$ cat src/rbs_ram.sv
// ----------------------------------------------------------------------------
// rbs_ram
// Simple dual-port RAM: one write port, one read port, registered read.
// ----------------------------------------------------------------------------
module rbs_ram #(
  parameter int unsigned WIDTH = 8,
  parameter int unsigned DEPTH = 64
) (
  input  logic                     clk,
  input  logic                     wr_en,
  input  logic [$clog2(DEPTH)-1:0] wr_addr,
  input  logic [WIDTH-1:0]         wr_data,
  input  logic                     rd_en,
  input  logic [$clog2(DEPTH)-1:0] rd_addr,
  output logic [WIDTH-1:0]         rd_data
);

  logic [WIDTH-1:0] mem [DEPTH];
  logic [WIDTH-1:0] rd_data_r;

  always_ff @(posedge clk) begin
    if (wr_en) begin
      mem[wr_addr] <= wr_data;
    end
    if (rd_en) begin
      rd_data_r <= mem[rd_addr];
    end
  end

  assign rd_data = rd_data_r;

endmodule

$ cat config.mk
export PLATFORM = sky130hd
export DESIGN_NAME = rbs_ram
export DESIGN_NICKNAME = d
export VERILOG_FILES = /design/src/rbs_ram.sv
export SDC_FILE = /design/constraint.sdc
export NUM_CORES = 1
export LEC_CHECK = 0
export BUFFER_PORTS_ARGS = -buffer_cell sky130_fd_sc_hd__buf_4
export CAP_MARGIN = 20
export CORE_ASPECT_RATIO = 2
export CORE_MARGIN = 2
export CORE_UTILIZATION = 35
export CTS_CLUSTER_SIZE = 16
export DETAILED_ROUTE_END_ITERATION = 6
export PLACE_DENSITY = 0.5
export SYNTH_ARGS = -nofsm -noshare
export SYNTH_HDL_FRONTEND = slang
export SYNTH_SLANG_ARGS = --single-unit
$ cat constraint.sdc
create_clock -name clk -period 1.85 [get_ports clk]
set_clock_uncertainty 0.05 [all_clocks]
set_input_delay 0.0925 -clock clk [delete_from_list [all_inputs] [get_ports clk]]
set_output_delay 0.0925 -clock clk [all_outputs]
set_load 0.005 [all_outputs]
# ---- Word level (Yosys, flattened, before mapping)
# Memory sizes are Yosys's and may differ from the RTL's. A register that Yosys moved wholly into a read port is not among the register bits.
# Cells that the tools add are included.
dict set report totals {
  ff_bits 0
  ramBits 512
  in_bits 23
  out_inout_bits 8
  mem_count 1
}
# name words word_bits read_ports rd_ports_with_merged_regs wr line_no
set mem_list {}
lappend mem_list {mem 64 8 1 1 1 18} ;# logic [WIDTH-1:0] mem [DEPTH];
dict set report op_classes {
  n_mux 2
}
# op n
set op_table {}
lappend op_table {{1-bit two-way mux} 2}

# ---- Depth between registers and ports, before layout
dict set report logic_depth {
  word_depth 2
  depth_mapped 9
  depth_no_buf 5
}

# ---- Worst setup path before layout
# Ideal clock, no wire load.
dict set report synth_timing {
  path_type {input port to flip-flop}
  start {input port rd_addr[1]}
  end {register rd_data_r[3], in the netlist rd_data[3] (read register of mem), data pin}
  setup_time_ps 266
  arrival_ps 1632
  slack_ps -99
  stages 7
  n_path_buf 3
  path_cell_list {buf_4 buf_2 buf_2 mux4_2 mux4_2 o21ai_1 o41ai_1}
}
# item line_no
set synth_rtl {}
lappend synth_rtl {{from (decl)} 14} ;# input logic [$clog2(DEPTH)-1:0] rd_addr,
lappend synth_rtl {{to (decl)} 19} ;# logic [WIDTH-1:0] rd_data_r;

==> results by group <==
Die
  – Core Box Area: between 50000 and 60000 µm²
  – Total die area: 59900 µm²
  – Die Wd: 174 µm
  – IO Pins: 31
  – Row cnt: around 120
  – Initial Utilization: 35.4%
  – Die height: between 300 and 400 µm

Placement
  – I/O Buffers: 30
  – Gpl congestion: ~0.8
  – Place WS: -0.501 ns
  – DP HPWL: approximately 38000 µm
  – Placed cell count: between 1500 and 2000

Job
  – Max cap viols: 0

Clocking
  – CTS clk-pin slew, worst paths: roughly 0.07 ns
  – Setup Fix Bufs, Post-CTS: 0
  – Clk buf depth: 3
  – CTS tree: yes
  – Clk sinks: 520
  – CTS root buf: clkbuf_16
  – Htree depth: 2
  – Clk Latency, worst-skew pair: about 0.58 ns
  – CTS Buf Count: between 40 and 50

Logic synthesis
  – Synthesized flop and latch total: 520
  – Main synth FF type: edfxtp_1
  – Distinct cells, synth: 39
  – Cell taking the most area after synthesis: edfxtp_1
  – Post-Synthesis Cells: 940
  – Net count after synthesis: about 960
  – Area of the mapped netlist: roughly 20000 µm²
  – Top post-synthesis cells by area: edfxtp_1, mux4_2, nor2_1, mux2i_1, mux2_2
  – Yosys top cell area share: between 70% and 80%
  – Yosys warns: 0
  – Post-synth ARST share: 0%
  – Seq/Total Area, Yosys: just under 80%
  – Average size of a mapped cell: ~22 µm²
  – Post-synth EDFFs: 520

Setup path
  – Slowest stage delay, CP: 0.48 ns
  – Setup crit start kind: flip-flop
  – Worst endpoint data arrival time: 2.30 ns
  – Worst Setup Path Type: flip-flop to flip-flop
  – Worst path slowest cell: mux4_2
  – CP Cell Sequence: mux4_2 -> mux2_2 -> o221a_4 -> nor3_4 -> o32ai_1
  – CP max FO: 1
  – Worst EP required: 2.11 ns
  – CP endpoint kind: flip-flop

Timing
  – Final setup vio count: 8
  – Fin Setup TNS: -1.02 ns
  – Final Hold Vio Count: 0
  – Final WS setup: -0.189 ns
  – Fin crit share: 110%
  – Slew Viols, Final: 0
  – RSZ-0062 raised after global routing: true
  – Peak Freq: between 400 and 500 MHz
  – Worst rel slew slack: approximately 48%
  – Worst Tran Pin Value: 0.784 ns
  – Clock period minus worst slack: 2.04 ns

Drt
  – Routed length per instance: about 28 µm
  – Final wirelength: 53600 µm
  – Initial drt markers: 756
  – Final ANT Viol Nets: 0
  – DR pass1 iterations: 5
  – Vias per cell: approximately 5.2
  – DRC Markers: 0
  – Routed via count: approximately 10000

Global routing
  – M3 GR Usage: 1.73%
  – Overall routing resource usage: about 18%
  – Largest net degree at the start of global routing: 65
  – Vias in the first global route: around 11000
  – Met1 GRT Util: a little under a fifth
  – First-pass GRT wire length: between 70000 and 80000 µm
  – Initial antenna violation count: 0
  – GR Util met2: around 38%
  – Grt total ovfl: 0
  – GRT busiest layer: met2

Final layout
  – Area Growth Syn to Fin: 19.2%
  – Ant diodes: 0
  – Final core occ: between 40% and 50%
  – Layout cells sized above 1: 35.9%
  – Fin nets: ~1200
  – Final cell count without fillers: about 1900
  – Filler cell count: between 4000 and 5000

Run status
  – Failing checks: negative setup slack
  – Status: finished with violations

Pwr
  – Clock share of power: slightly below 40%
  – Leak pwr: around 7.8 nW
  – VDD IR max: about 0.00063 V
  – Logic pwr share: under 10%
  – Power Dens Cells: a little under 1000 nW/µm²
  – Total power: ~0.024 W
  – NetSw: 0.00507 W
  – Sequential Power Share: 54.7%
  – Switch share: a little over a fifth
  – P_int: around 0.019 W

Hold path
  – HP Class: input pin to flip-flop
==> synthesized netlist by cell type (all sizes together), types with 4 or more instances <==
master / instances
a211oi: 4
a221oi: 6
buf: 34
clkbuf: 17
edfxtp: 520
mux2: 13
mux2i: 23
mux4: 126
nand2: 19
nand2b: 7
nand3: 13
nor2: 83
nor2b: 14
nor3: 7
o21ai: 4
o221ai: 8
o22ai: 8
==> flip-flops by register name, summed over array words and instances, names as in the netlist <==
name	count
rd_data	8
mem	512
==> worst max-delay path, delay by kind of cell (launching register included) <==
| kind | cells | cell delay (ns) |
|---|---|---|
| compound gates | 2 | 0.40 |
| mux | 2 | 0.76 |
| simple gates | 1 | 0.17 |
| flops | 1 | 0.38 |
==> final timing paths <==
| kind | startpoint | end | slack [ns] | cells past startpoint |
|---|---|---|---|---|
| worst min-delay path | wr_data[1] | mem[16][1] | 0.02 | 1 |
| worst max-delay path | mem[21][4] | rd_data[4] | -0.19 | 5 |
| worst min register to register | mem[36][7] | rd_data[7] | 0.92 | 4 |
| worst max register to register | mem[21][4] | rd_data[4] | -0.19 | 5 |
==> layout by cell type (no fill, tap or decap), types with 4 or more instances in the layout <==
master	synthesis	final
edfxtp_1	520	520
o22ai_1	8	6
nand3_1	13	13
clkbuf_16	0	45
mux2_2	13	10
nor2b_1	14	14
buf_12	2	11
clkbuf_1	17	7
nor2_1	83	79
a211oi_1	4	4
o221ai_1	8	8
nand2b_1	7	7
mux4_2	126	126
mux2i_1	23	23
buf_4	13	182
nand2_1	19	17
dlygate4sd3_1	0	5
bufinv_16	0	5
clkinv_1	0	13
==> routing by layer <==
layer  wire length, µm  up-vias  share of wire [%]
met5                 0        -                  0
met4              1630        0                3.0
met3              1300       67                2.4
met2             32200      171                 60
met1             18500     5410                 35
li1                  -     4320                  -
==> cells by family after synthesis <==
kind of cell           Yosys count  share of synthesized area, %
buffers and inverters           51                          1.56
and+or+nand+nor                153                          3.37
AOI/OAI and AO/OA               54                          2.06
DFF                            520                          77.1
muxes                          162                          15.9
==> final cells by class <==
cell class	instances	area, µm²	area share [%]
clock buffers	52	1150	4.77
well taps	756	946	3.92
clock inverters	27	264	1.09
multi-input cells	369	4490	18.6
repair buffers	201	1670	6.93
flip-flops and latches	520	15600	64.7
==> power groups by stage <==
stage | clock network (W) | logic (W) | registers [W]
final | 0.00934 | 0.00150 | 0.0131
after global routing | 0.00993 | 0.00159 | 0.0131
after CTS | 0.00956 | 0.00153 | 0.0131
after detailed placement | 0 | 0.00147 | 0.0134
after global placement | 0 | 0.00145 | 0.0133
after floorplan | 0 | 0.000702 | 0.0133
==> through the flow <==
step / area (µm²) / hold WS, ns
after floorplan: 20300 / 0.141
after global placement: 22500 / 0.355
after detailed placement: 22500 / 0.356
after CTS: 24100 / 0.00928
after global routing: 24100 / 0.0237
final: 24100 / 0.0166
==> repair_timing <==
item / CTS / global route
resized for setup: 27 / 8
cloned: 0 / 0
hold endpoints to repair: 104 / 0
pin swaps: 7 / 4
hold buffers: 5 / 0
setup endpoints to repair: 8 / 8
Note: power is estimated with default switching activity, not from simulation.
