File: src/rbs_pkg.sv
// ----------------------------------------------------------------------------
// rbs_pkg
// Shared types and constants for the record bubble sorter.
// ----------------------------------------------------------------------------
package rbs_pkg;

  localparam int unsigned MAX_RECORDS_DEF = 64;
  localparam int unsigned KEY_BITS_DEF    = 64;
  localparam int unsigned PORT_KEY_W      = 64;
  localparam int unsigned TAG_W           = 8;

  typedef enum logic [2:0] {
    ST_LOAD,
    ST_PREP,
    ST_FETCH,
    ST_SWEEP,
    ST_FLUSH,
    ST_EMIT
  } state_t;

  typedef struct packed {
    logic fetch;
    logic sweep;
  } sort_ctl_t;

endpackage

File: src/rbs_sort_dp.sv
// ----------------------------------------------------------------------------
// rbs_sort_dp
// Bubble carry register with key compare; picks the word to write back.
// ----------------------------------------------------------------------------
module rbs_sort_dp
  import rbs_pkg::*;
#(
  parameter int unsigned KEY_BITS = KEY_BITS_DEF
) (
  input  logic                      clk,
  input  sort_ctl_t                 ctl,
  input  logic                      key_signed,
  input  logic [KEY_BITS+TAG_W-1:0] rd_data,
  output logic [KEY_BITS+TAG_W-1:0] carry_data,
  output logic [KEY_BITS+TAG_W-1:0] wr_data
);

  localparam logic [KEY_BITS-1:0] SIGN_MASK = {1'b1, {(KEY_BITS-1){1'b0}}};

  logic [KEY_BITS+TAG_W-1:0] carry_r;
  logic [KEY_BITS+TAG_W-1:0] carry_nxt;
  logic [KEY_BITS-1:0]       flip;
  logic [KEY_BITS-1:0]       key_a;
  logic [KEY_BITS-1:0]       key_b;
  logic                      greater;

  always_comb begin
    flip    = key_signed ? SIGN_MASK : '0;
    key_a   = carry_r[KEY_BITS-1:0] ^ flip;
    key_b   = rd_data[KEY_BITS-1:0] ^ flip;
    greater = key_a > key_b;
    wr_data = greater ? rd_data : carry_r;
    carry_nxt = carry_r;
    if (ctl.fetch) begin
      carry_nxt = rd_data;
    end else if (ctl.sweep && !greater) begin
      carry_nxt = rd_data;
    end
  end

  always_ff @(posedge clk) begin
    carry_r <= carry_nxt;
  end

  assign carry_data = carry_r;

endmodule

File: config.mk
export PLATFORM = sky130hd
export DESIGN_NAME = rbs_sort_dp
export DESIGN_NICKNAME = d
export VERILOG_FILES = /design/src/rbs_pkg.sv /design/src/rbs_sort_dp.sv
export SDC_FILE = /design/constraint.sdc
export NUM_CORES = 1
export LEC_CHECK = 0
export ABC_AREA = 1
export CORE_MARGIN = 2
export CORE_UTILIZATION = 40
export CTS_CLUSTER_SIZE = 25
export DETAILED_ROUTE_END_ITERATION = 6
export DONT_BUFFER_PORTS = 1
export REMOVE_ABC_BUFFERS = 1
export SYNTH_ARGS = -nofsm -noshare
export SYNTH_HDL_FRONTEND = slang
export SYNTH_SLANG_ARGS = --single-unit
File: constraint.sdc
create_clock -name clk -period 12.5 [get_ports clk]
set_clock_uncertainty 0.2 [all_clocks]
set_input_delay 1.25 -clock clk [delete_from_list [all_inputs] [get_ports clk]]
set_output_delay 1.25 -clock clk [all_outputs]
set_load 0.02 [all_outputs]
# == After elaboration in Yosys (flattened, before gate mapping) ==
# Index checks and enable logic that the tools add are counted.
# totals
wordCells,11
out_inout_bits,144
inputBits,76
register_bits,72
# classes
n_reduce_logical,3
mux,4
bitwise,2
order_cmp,1
# ops
cell,count
two-way mux 72 bit,3
bitwise XOR 64 bit,2
greater-than comparator 64 bit,1
two-way mux 64 bit,1
nonzero test 2 bit,1
logical AND 1 bit,1
zero test 1 bit,1

# == Longest topological paths before layout ==
# Gate-level depths: netlist (run 1).
# depth
word_depth,7
depth_mapped,19
depth_no_buf,18

# == Least setup slack after synthesis (run 1) ==
# OpenSTA, ideal clock, no wires.
# synth_timing
path_type,input to register
start,input rd_data[7]
end,"register carry_r[0], in the netlist carry_data[0], enable pin"
n_path_buf,0
cell_stages,10
arrival_ns,4.145
required_time_ns,11.868
setup_time_ns,0.432
path_slack_ns,7.722
cell_sequence,inv_1 ha_1 nand2_1 nor2_1 nand4_1 nor4_1 nand4_4 nand2_4 nand2_1 nand2_1
# synth_between
elab_chain_cells,5
# synth_lines
element,line_no,text
from (decl),rbs_sort_dp.sv:13,"input logic [KEY_BITS+TAG_W-1:0] rd_data,"
bitwise XOR 64 bit,rbs_sort_dp.sv:30,key_b = rd_data[KEY_BITS-1:0] ^ flip;
greater-than comparator 64 bit,rbs_sort_dp.sv:31,greater = key_a > key_b;
zero test 1 bit,rbs_sort_dp.sv:36,end else if (ctl.sweep && !greater) begin
logical AND 1 bit,rbs_sort_dp.sv:36,
nonzero test 2 bit (no line),n/a,
to (signal assigned),rbs_sort_dp.sv:42,carry_r <= carry_nxt;
to (decl),rbs_sort_dp.sv:20,logic [KEY_BITS+TAG_W-1:0] carry_r;
# Every way passes these cells.
# A chain may end at the register's enable or synchronous reset.

# == Worst setup path after layout (run 1) ==
# layout_timing
start,input rd_data[55]
end,output wr_data[45]
# layout_between
elab_chain_cells,3
# layout_lines
element,line_no,text
bitwise XOR 64 bit,rbs_sort_dp.sv:30,
greater-than comparator 64 bit,rbs_sort_dp.sv:31,
two-way mux 72 bit,rbs_sort_dp.sv:32,wr_data = greater ? rd_data : carry_r;
to (decl),rbs_sort_dp.sv:15,output logic [KEY_BITS+TAG_W-1:0] wr_data
# Every way passes these cells.

==> out/results.ini, run 1 <==
[placed_design]
gp_congestion = 0.771
placed_area_mm2 = 0.00507
place.port_buffers = 0
dp_hpwl_um = 8730

[outcome]
status = complete, no violations

[final_layout]
fin_nets = 729
area_growth_pct = 7.32
diodes = 0
drive_above_1_share_pct = 2.87
largest_reg_flops = 72
fin_area_mm2 = 0.00532

[routing]
viasPerCell = 5.18
drc = 0
vias = 3939
wl_met1_um = 4870
firstDrtPassIters = 4
wl_met2_um = 5540
wl_per_cell_um = 15.5
wl_met3_um = 1160
routed_wl_um = 11800
top_layer = met4
ant_nets = 0
drt-initial-drc-count = 149

[synthesis]
yosys-top-cells-count = nand2_1 (209), nand3_1 (80), inv_1 (79), edfxtp_1 (72), ha_1 (63)
yosysSeqAreaShare_pct = 43.6
synth_top_area_share_pct = 43.6
ys_warn_count = 0
synth.most_common_cell = nand2_1
synth_edf_count = 72
synth_area_leader_cell = edfxtp_1
ys_top_cells_by_area = edfxtp_1 (44%), ha_1 (16%), nand2_1 (16%), nand3_1 (8.1%), inv_1 (6.0%)
ys_types = 23
async_reset_ff_share_pct = 0
syn_area_per_cell_um2 = 8.29
syn-cell-area_mm2 = 0.00495
synth.ff_latch_count = 72
synth_ff_type = edfxtp_1
syn_inst = 598

[timing]
fin_tns_setup_ns = 0
rsz0062_at_grt = no
fmax_mhz = 186
worst_pin_slew_ns = 0.997
hold_violations = 0
period_needed_ns = 5.38
finalCritPeriodShare_pct = 43.1
maxSlewHeadroom_pct = 33.6
setup_viol = 0
drv_slew = 0

[power]
comb_power_share_pct = 24.3
cellPowerDensity_mw_per_mm2 = 138
swShare_pct = 36.5
seqPwrFrac_pct = 45.3
clkPwrFrac_pct = 30.3
cellLeakagePower_nw = 2.70
p_int_uw = 468
p_sw_uw = 268
peakVddDrop_mv = 0.0565

[worst_hold_path]
worstHoldPathCells = 0
hold_start = rd_data[28]
hp-class = input pin to register
holdPathEnd = carry_data[28]

[floorplan]
dieArea_mm2 = 0.0133
die_width_um = 115
start_util_pct = 41.1
fp.coreArea_mm2 = 0.0121
die_h_um = 115
ios = 220
rows = 40

[cts]
cts_hold_buf = 0
cts_tree = yes
root_buffer = clkbuf_16
numCtsBuffers = 9
clkSlewWorstSetupHoldPaths_ns = 0.06
cts-resized-gates = 0
htreeDepth = 3
clkSinkCount = 72
clock_latency_ns = 0.34
post_cts_buffers = 0
cts_buffer_depth = 2

[setup_path]
crit_chain = inv_1 -> ha_1 -> nand2_1 -> nor2_1 -> nand4_1 -> nor3_2 -> nand2_1 -> nand2_2 -> nand2_4 -> nand2_1 -> nand2_1
worstPathArrival_ns = 3.93
worst-path-max-fanout = 73
required_ns = 11.05
max_stage_delay_ns = 0.60
r2r.worst_path.cells = 10
criticalPathCategory = input pin to output port
cp-start-kind = input pin
critPathCaptureType = output port
reg2reg_from = carry_data[55]
crit_slowest_cell = nand2_4
r2r-end = carry_data[19]
r2r_slack_ns = 8.09
crit_top_cell = nand2_1

[job]
drv_cap = 0

[grt]
grt-ovfl-total = 0
grt_max_degree = 74
grt_pass1_wl_um = 18300
grt.total_usage_pct = 17.7
antenna_found_initial = 0
grt_pass1_vias = 3833

-- area by class of cell --
cell class | instances | area [um2]
Inverter | 79 | 297
Clock inverter | 3 | 11.3
Multi-Input combinational cell | 426 | 2390
Timing Repair Buffer | 2 | 15.0
Clock buffer | 11 | 233
Tap cell | 168 | 210
Sequential cell | 72 | 2160
Fill cell | 1181 | 6740
-- worst max-delay path: cells and delay by family --
family	cells	cell delay, ns
fa+ha+maj	1	0.28
simple gates	9	2.32
buf+inv	1	0.02
-- worst max path at each step --
stage | start | endpoint | slack, ns
detailed placement | rd_data[55] | wr_data[1] | 7.04
floorplan | rd_data[7] | carry_data[0] | 6.71
global route | rd_data[11] | wr_data[7] | 6.70
global placement | rd_data[55] | wr_data[1] | 7.14
finish | rd_data[55] | wr_data[45] | 7.12
CTS | rd_data[55] | wr_data[29] | 7.00
-- cell families after synthesis --
logic type               count (synthesis)  synth area share (%)
adder cells (fa/ha/maj)                 63                  15.9
AND/OR/NAND/NOR                        323                  27.7
buffers and inverters                  100                  8.28
flip-flops                              72                  43.6
AO/OA/AOI/OAI                           40                  4.47
-- power by group through the flow --
stage | Sequential, mW | Clock (mW) | Combinational [mW]
4_1_cts | 0.334 | 0.230 | 0.183
6_report | 0.334 | 0.223 | 0.179
5_1_grt | 0.337 | 0.235 | 0.206
3_3_place_gp | 0.339 | 0 | 0.179
2_1_floorplan | 0.332 | 0 | 0.153
3_5_place_dp | 0.339 | 0 | 0.181
-- stage by stage --
step                      setup WS (ns)  std cells  hold slack, ns  utilization (%)  power (mW)
final                              7.12        761           0.805             44.1       0.736
after global routing               6.70        761           0.794             44.1       0.777
after global placement             7.14        747            1.15             42.1       0.517
after CTS                          7.00        761           0.791             44.1       0.746
after detailed placement           7.04        747            1.15             42.1       0.521
after floorplan                    6.71        577            1.15                -       0.485
-- cells in the final DEF, fill, tap and decap left out --
cell	n
nand3b_1	1
nor2_1	20
nand2_2	1
nor4_1	2
clkbuf_16	9
nand4_4	1
ha_1	63
edfxtp_1	72
clkbuf_1	2
nor3_1	1
buf_4	2
nor3_2	1
clkinv_1	3
nor3b_1	1
a21boi_2	1
inv_1	79
nand2_4	2
nand2_1	208
o21ai_0	7
nand4_1	5
a21o_1	3
o21a_1	3
a21oi_1	26
nand3_1	80
-- per-layer routing --
layer  GRT usage, %  up-vias
met5              0        -
met3           5.54       15
met1           21.3     1770
met4           7.15        0
met2           29.6      192
li1               -     1962
No activity file was read; power rests on OpenSTA's default activity.
==> run 2, diff against run 1 <==
- clock period: 12.5 -> 4.9 ns (I/O delays scaled with it)
==> run 2 against run 1 <==
  * Core utilization grew 0.28 points
  * Highest routed layer unchanged
  * Combinational power grew to 2.6 times the previous value
  * Setup slack lost 6.2 ns
  * Clock power grew to 2.6 times the previous value
  * Register-to-register slack lost 6.8 ns
  * Global-route usage shrank 0.20 points
  * Die area is the same
==> out/results.ini, run 2 (synthesis results as in run 1) <==
[cts]
clock_latency_ns = 0.34  ; about the same
numCtsBuffers = 9  ; unchanged
post_cts_buffers = 0  ; unchanged
cts_tree = yes  ; unchanged
clkSlewWorstSetupHoldPaths_ns = 0.06  ; about the same
root_buffer = clkbuf_16  ; unchanged
htreeDepth = 3  ; unchanged
cts_hold_buf = 0  ; unchanged
cts_buffer_depth = 2  ; unchanged
cts-resized-gates = 0  ; unchanged
clkSinkCount = 72  ; unchanged

[timing]
hold_violations = 0  ; unchanged
fmax_mhz = 249
finalCritPeriodShare_pct = 81.9
setup_viol = 0  ; unchanged
setup_ws_ns = 0.888  ; was 7.12 ns
rsz0062_at_grt = no  ; unchanged
worst_pin_slew_ns = 0.727  ; was 0.997 ns
drv_slew = 0  ; unchanged
period_needed_ns = 4.01
maxSlewHeadroom_pct = 51.6  ; was 33.6%

[placed_design]
dp_hpwl_um = 8980  ; was 8730 um
post-place-ws_ns = 1.18  ; was 7.04 ns
place.port_buffers = 0  ; unchanged
placed_area_mm2 = 0.00511  ; was 0.00507 mm2
gp_congestion = 0.768  ; was 0.771
placed_cells_incl_taps = 750  ; was 747

[worst_hold_path]
hp-class = input pin to register  ; unchanged

[grt]
grt_pass1_wl_um = 17900  ; was 18300 um
busiest_layer = met2  ; unchanged
grt_pass1_vias = 3725  ; was 3833
grt_max_degree = 73  ; was 74
antenna_found_initial = 0  ; unchanged
grt.total_usage_pct = 17.5  ; was 17.7%
grtUsageMet3_pct = 5.38  ; was 5.54%
grt-ovfl-total = 0  ; unchanged
grt_util_met2_pct = 30.3  ; was 29.6%
met1_usage_pct = 19.6  ; was 21.3%

[outcome]
status = complete, no violations  ; unchanged

[power]
cellLeakagePower_nw = 2.72  ; was 2.70 nW
cellPowerDensity_mw_per_mm2 = 352  ; was 138 mW/mm2
clkPwrFrac_pct = 30.3  ; about the same
seqPwrFrac_pct = 45.2  ; was 45.3%
p_sw_uw = 686  ; was 268 uW
peakVddDrop_mv = 0.190  ; was 0.0565 mV
comb_power_share_pct = 24.5  ; was 24.3%
swShare_pct = 36.5  ; about the same
p_int_mw = 1.20  ; was 468 uW

[setup_path]
worstPathArrival_ns = 3.32  ; was 3.93 ns
critPathCaptureType = output port  ; unchanged
crit_slowest_cell = buf_4  ; was nand2_4
worst-path-max-fanout = 72  ; was 73
crit_family = simple AND/OR/NAND/NOR gates  ; unchanged
required_ns = 4.21  ; was 11.05 ns
cp-start-kind = register  ; was input pin
critical_path_buf_inv_count = 1  ; unchanged
crit_top_cell = nand2_1  ; unchanged
criticalPathCategory = register to output port  ; was input pin to output port
max_stage_delay_ns = 0.57  ; was 0.60 ns
crit_chain = ha_1 -> nand4_1 -> nor2_1 -> nand3b_1 -> nor3_2 -> nand2_1 -> nand2_2 -> buf_4 -> nand3_1 -> nand2_1  ; was inv_1 -> ha_1 -> nand2_1 -> nor2_1 -> nand4_1 -> nor3_2 -> nand2_1 -> nand2_2 -> nand2_4 -> nand2_1 -> nand2_1

[routing]
viasPerCell = 5.17  ; was 5.18
vias = 3946  ; was 3939
drt-initial-drc-count = 152  ; was 149
ant_nets = 0  ; unchanged
firstDrtPassIters = 4  ; unchanged
drc = 0  ; unchanged
wl_per_cell_um = 15.5  ; about the same
routed_wl_um = 11800  ; about the same

[floorplan]
fp.coreArea_mm2 = 0.0121  ; unchanged
rows = 40  ; unchanged
die_h_um = 115  ; unchanged
ios = 220  ; unchanged
dieArea_mm2 = 0.0133  ; unchanged
die_width_um = 115  ; unchanged
start_util_pct = 41.1  ; unchanged

[final_layout]
n_fill_cell = 1167  ; was 1181
area_growth_pct = 8.01  ; was 7.32%
diodes = 0  ; unchanged
fin_nets = 732  ; was 729
fin_util_pct = 44.4  ; was 44.1%
fin_area_mm2 = 0.00535  ; was 0.00532 mm2
drive_above_1_share_pct = 3.70  ; was 2.87%
largest_reg_flops = 72  ; unchanged
finalNonFillerCells = 763  ; was 761
most-common-layout-cells = nand2_1 (208), nand3_1 (80), inv_1 (79)  ; unchanged
final_common_cell = nand2_1  ; unchanged

[job]
drv_cap = 0  ; unchanged

run 2: cell count changes in the layout (fill, tap and decap cells not counted), sizes merged:
cell,delta
clkinv,-1
buf,+3
run 2: path summary, 6_finish.rpt:
check            startpoint        endpoint  slack (ns)  cells past startpoint
max          carry_data[47]     wr_data[33]        0.89                     10
min              rd_data[5]   carry_data[5]        0.04                      0
max reg2reg  carry_data[47]  carry_data[43]        1.28                     10
min reg2reg   carry_data[1]  carry_data[40]        1.80                      7
run 2: cell type report:
cell class                      count  area [um2]  area share (%)
Inverter                           79         297            5.54
Clock buffer                       11         233            4.35
Tap cell                          168         210            3.93
Timing Repair Buffer                5        50.0           0.935
Sequential cell                    72        2160            40.4
Multi-Input combinational cell    426        2390            44.7
Clock inverter                      2        10.0           0.187
run 2: power by group through the flow:
stage                     Clock [mW]  Combinational (mW)  Sequential, mW
after floorplan                    0               0.389           0.848
after CTS                      0.588               0.469           0.851
after detailed placement           0               0.466           0.864
after global routing           0.608               0.524           0.857
after global placement             0               0.458           0.862
final                          0.570               0.462           0.850
run 2: metrics by stage:
| step | TNS [ns] | hold WS (ns) | total power, mW |
|---|---|---|---|
| after CTS | 0 | 0.0244 | 1.91 |
| after global placement | 0 | 0.389 | 1.32 |
| after detailed placement | 0 | 0.389 | 1.33 |
| after global routing | 0 | 0.0250 | 1.99 |
| after floorplan | -11.67 | 0.389 | 1.24 |
| final | 0 | 0.0409 | 1.88 |
run 2: layer usage:
| layer | vias up | part of all wire (%) |
|---|---|---|
| met5 | - | 0 |
| met4 | 0 | 2.4 |
| met3 | 22 | 8.3 |
| met2 | 196 | 47 |
| met1 | 1759 | 42 |
| li1 | 1969 | - |
==> run 3, diff against run 2 <==
- clock period: 4.9 -> 3.8 ns (I/O delays scaled with it)
==> run 3 against run 2 <==
  * Power rose by 37%
  * Sequential share of layout area fell by 5.2 points
  * Sequential power rose by 29%
  * Largest power group unchanged
  * Highest routed layer unchanged
  * Hold slack improved by 0.39 ns
  * Largest cell class unchanged
==> out/results.ini, run 3 (synthesis results as in run 1) <==
[cts]
cts_buffer_depth = 2  ; unchanged
cts-resized-gates = 0  ; unchanged
post_cts_buffers = 0  ; unchanged
numCtsBuffers = 9  ; unchanged
cts_tree = yes  ; unchanged
htreeDepth = 3  ; unchanged
root_buffer = clkbuf_16  ; unchanged
clock_latency_ns = 0.34  ; about the same
clkSlewWorstSetupHoldPaths_ns = 0.06  ; about the same
clkSinkCount = 72  ; unchanged

[setup_path]
worstPathArrival_ns = 2.98  ; was 3.32 ns
crit_path_end = wr_data[67]  ; was wr_data[33]
worst-path-max-fanout = 26  ; was 72
r2r_slack_ns = 0.59  ; was 1.28 ns
r2r.worst_path.cells = 10  ; unchanged
criticalPathCategory = register to output port  ; unchanged
critPathLaunch = carry_data[55]  ; was carry_data[47]
critPathCaptureType = output port  ; unchanged
cp-start-kind = register  ; unchanged
required_ns = 3.22  ; was 4.21 ns
reg2reg_from = carry_data[55]  ; was carry_data[47]
r2r-end = carry_data[20]  ; was carry_data[43]

[power]
p_sw_uw = 917  ; was 686 uW
cellPowerDensity_mw_per_mm2 = 420  ; was 352 mW/mm2
p_int_mw = 1.67  ; was 1.20 mW
comb_power_share_pct = 26.2  ; was 24.5%
power_mw = 2.58  ; was 1.88 mW
seqPwrFrac_pct = 42.5  ; was 45.2%
cellLeakagePower_nw = 3.06  ; was 2.72 nW
swShare_pct = 35.5  ; was 36.5%
clkPwrFrac_pct = 31.4  ; was 30.3%
peakVddDrop_mv = 0.218  ; was 0.190 mV

[outcome]
status = complete, no violations  ; unchanged

[routing]
vias = 4231  ; was 3946
drc = 0  ; unchanged
wl_met2_um = 6280  ; was 5600 um
drt-initial-drc-count = 178  ; was 152
routed_wl_um = 13000  ; was 11800 um
viasPerCell = 5.03  ; was 5.17
wl_met1_um = 5560  ; was 4980 um
ant_nets = 0  ; unchanged
top_layer = met4  ; unchanged
wl_met3_um = 958  ; was 978 um
firstDrtPassIters = 4  ; unchanged
wl_per_cell_um = 15.4  ; was 15.5 um

[floorplan]
fp.coreArea_mm2 = 0.0121  ; unchanged
start_util_pct = 41.1  ; unchanged
rows = 40  ; unchanged
ios = 220  ; unchanged
die_h_um = 115  ; unchanged
die_width_um = 115  ; unchanged
dieArea_mm2 = 0.0133  ; unchanged

[grt]
grt-ovfl-total = 0  ; unchanged
grt.total_usage_pct = 19.1  ; was 17.5%
antenna_found_initial = 0  ; unchanged
grt_max_degree = 73  ; unchanged
grt_pass1_wl_um = 19700  ; was 17900 um
grt_pass1_vias = 4094  ; was 3725

[timing]
setup_ws_ns = 0.243  ; was 0.888 ns
hold_violations = 0  ; unchanged
finalCritPeriodShare_pct = 93.6
fmax_mhz = 281
setup_viol = 0  ; unchanged
worst_pin_slew_ns = 0.740  ; was 0.727 ns
period_needed_ns = 3.56
rsz0062_at_grt = no  ; unchanged
maxSlewHeadroom_pct = 50.7  ; was 51.6%
fin_tns_setup_ns = 0  ; unchanged
drv_slew = 0  ; unchanged

[final_layout]
largest_reg_flops = 72  ; unchanged
area_growth_pct = 24.1  ; was 8.01%
diodes = 0  ; unchanged
most-common-layout-cells = nand2_1 (208), nand3_1 (80), inv_1 (79)  ; unchanged
final_common_cell = nand2_1  ; unchanged
fin_nets = 808  ; was 732
drive_above_1_share_pct = 4.01  ; was 3.70%

[placed_design]
dp_hpwl_um = 8930  ; was 8980 um
gp_congestion = 0.791  ; was 0.768
place.port_buffers = 0  ; unchanged
post-place-ws_ns = 0.556  ; was 1.18 ns

[worst_hold_path]
hp-class = input pin to register  ; unchanged

[job]
drv_cap = 0  ; unchanged

==> run 3: cell types whose count changed in the layout (fill, tap and decap cells not counted) <==
cell	delta
bufinv_16	+1
dlygate4sd3_1	+72
buf_12	+1
buf_4	+3
clkbuf_1	-2
clkinv_1	+3
==> run 3: worst max-delay path, cell delays in order (launching register included) <==
cell and delay, ns:
edfxtp_1 0.51, ha_1 0.35, nand2_1 0.07, nor2_1 0.16
nand4_1 0.18, nor3_2 0.33, nand4_4 0.14, nand2_4 0.29
buf_4 0.29, nand2_1 0.09, nand2_1 0.20
==> run 3: area by class of cell <==
class,instances,area (um2)
Multi-Input combinational cell,426,2390
Tap cell,168,210
Clock buffer,9,225
Fill cell,1157,5910
Inverter,79,297
Timing Repair Buffer,81,813
Sequential cell,72,2160
Clock inverter,6,51.3
==> run 3: layer usage <==
layer / global-route usage [%] / vias to the layer above
met1: 23.1 / 1900
met2: 33.0 / 193
li1: - / 2121
met4: 6.99 / 0
met3: 4.64 / 17
met5: 0 / -
==> run 3: repair_timing <==
item,4_1_cts,5_1_grt
endpoints found under the hold margin,72,0
endpoints found under the setup margin,0,0
hold buffers,72,0
==> run 3: metrics by stage <==
| step | area (um2) | hold slack, ns | util [%] | instances |
|---|---|---|---|---|
| floorplan | 4840 | 0.279 | - | 577 |
| global placement | 5150 | 0.279 | 42.7 | 754 |
| detailed placement | 5150 | 0.279 | 42.7 | 754 |
| CTS | 6150 | 0.423 | 51.0 | 841 |
| global route | 6150 | 0.440 | 51.0 | 841 |
| finish | 6150 | 0.427 | 51.0 | 841 |
==> run 3: worst min path at each step <==
stage                      from              to  cells after the start
floorplan            rd_data[0]   carry_data[0]                      0
global placement    rd_data[71]  carry_data[71]                      0
detailed placement  rd_data[65]  carry_data[65]                      0
CTS                      ctl[0]  carry_data[68]                      3
global route             ctl[0]  carry_data[70]                      3
finish                   ctl[0]  carry_data[69]                      3
==> run 3: power by group through the flow <==
stage	clock (mW)	combinational [mW]	sequential, mW
floorplan	0	0.502	1.09
CTS	0.838	0.676	1.10
finish	0.811	0.675	1.10
global route	0.864	0.755	1.11
detailed placement	0	0.612	1.11
global placement	0	0.605	1.11
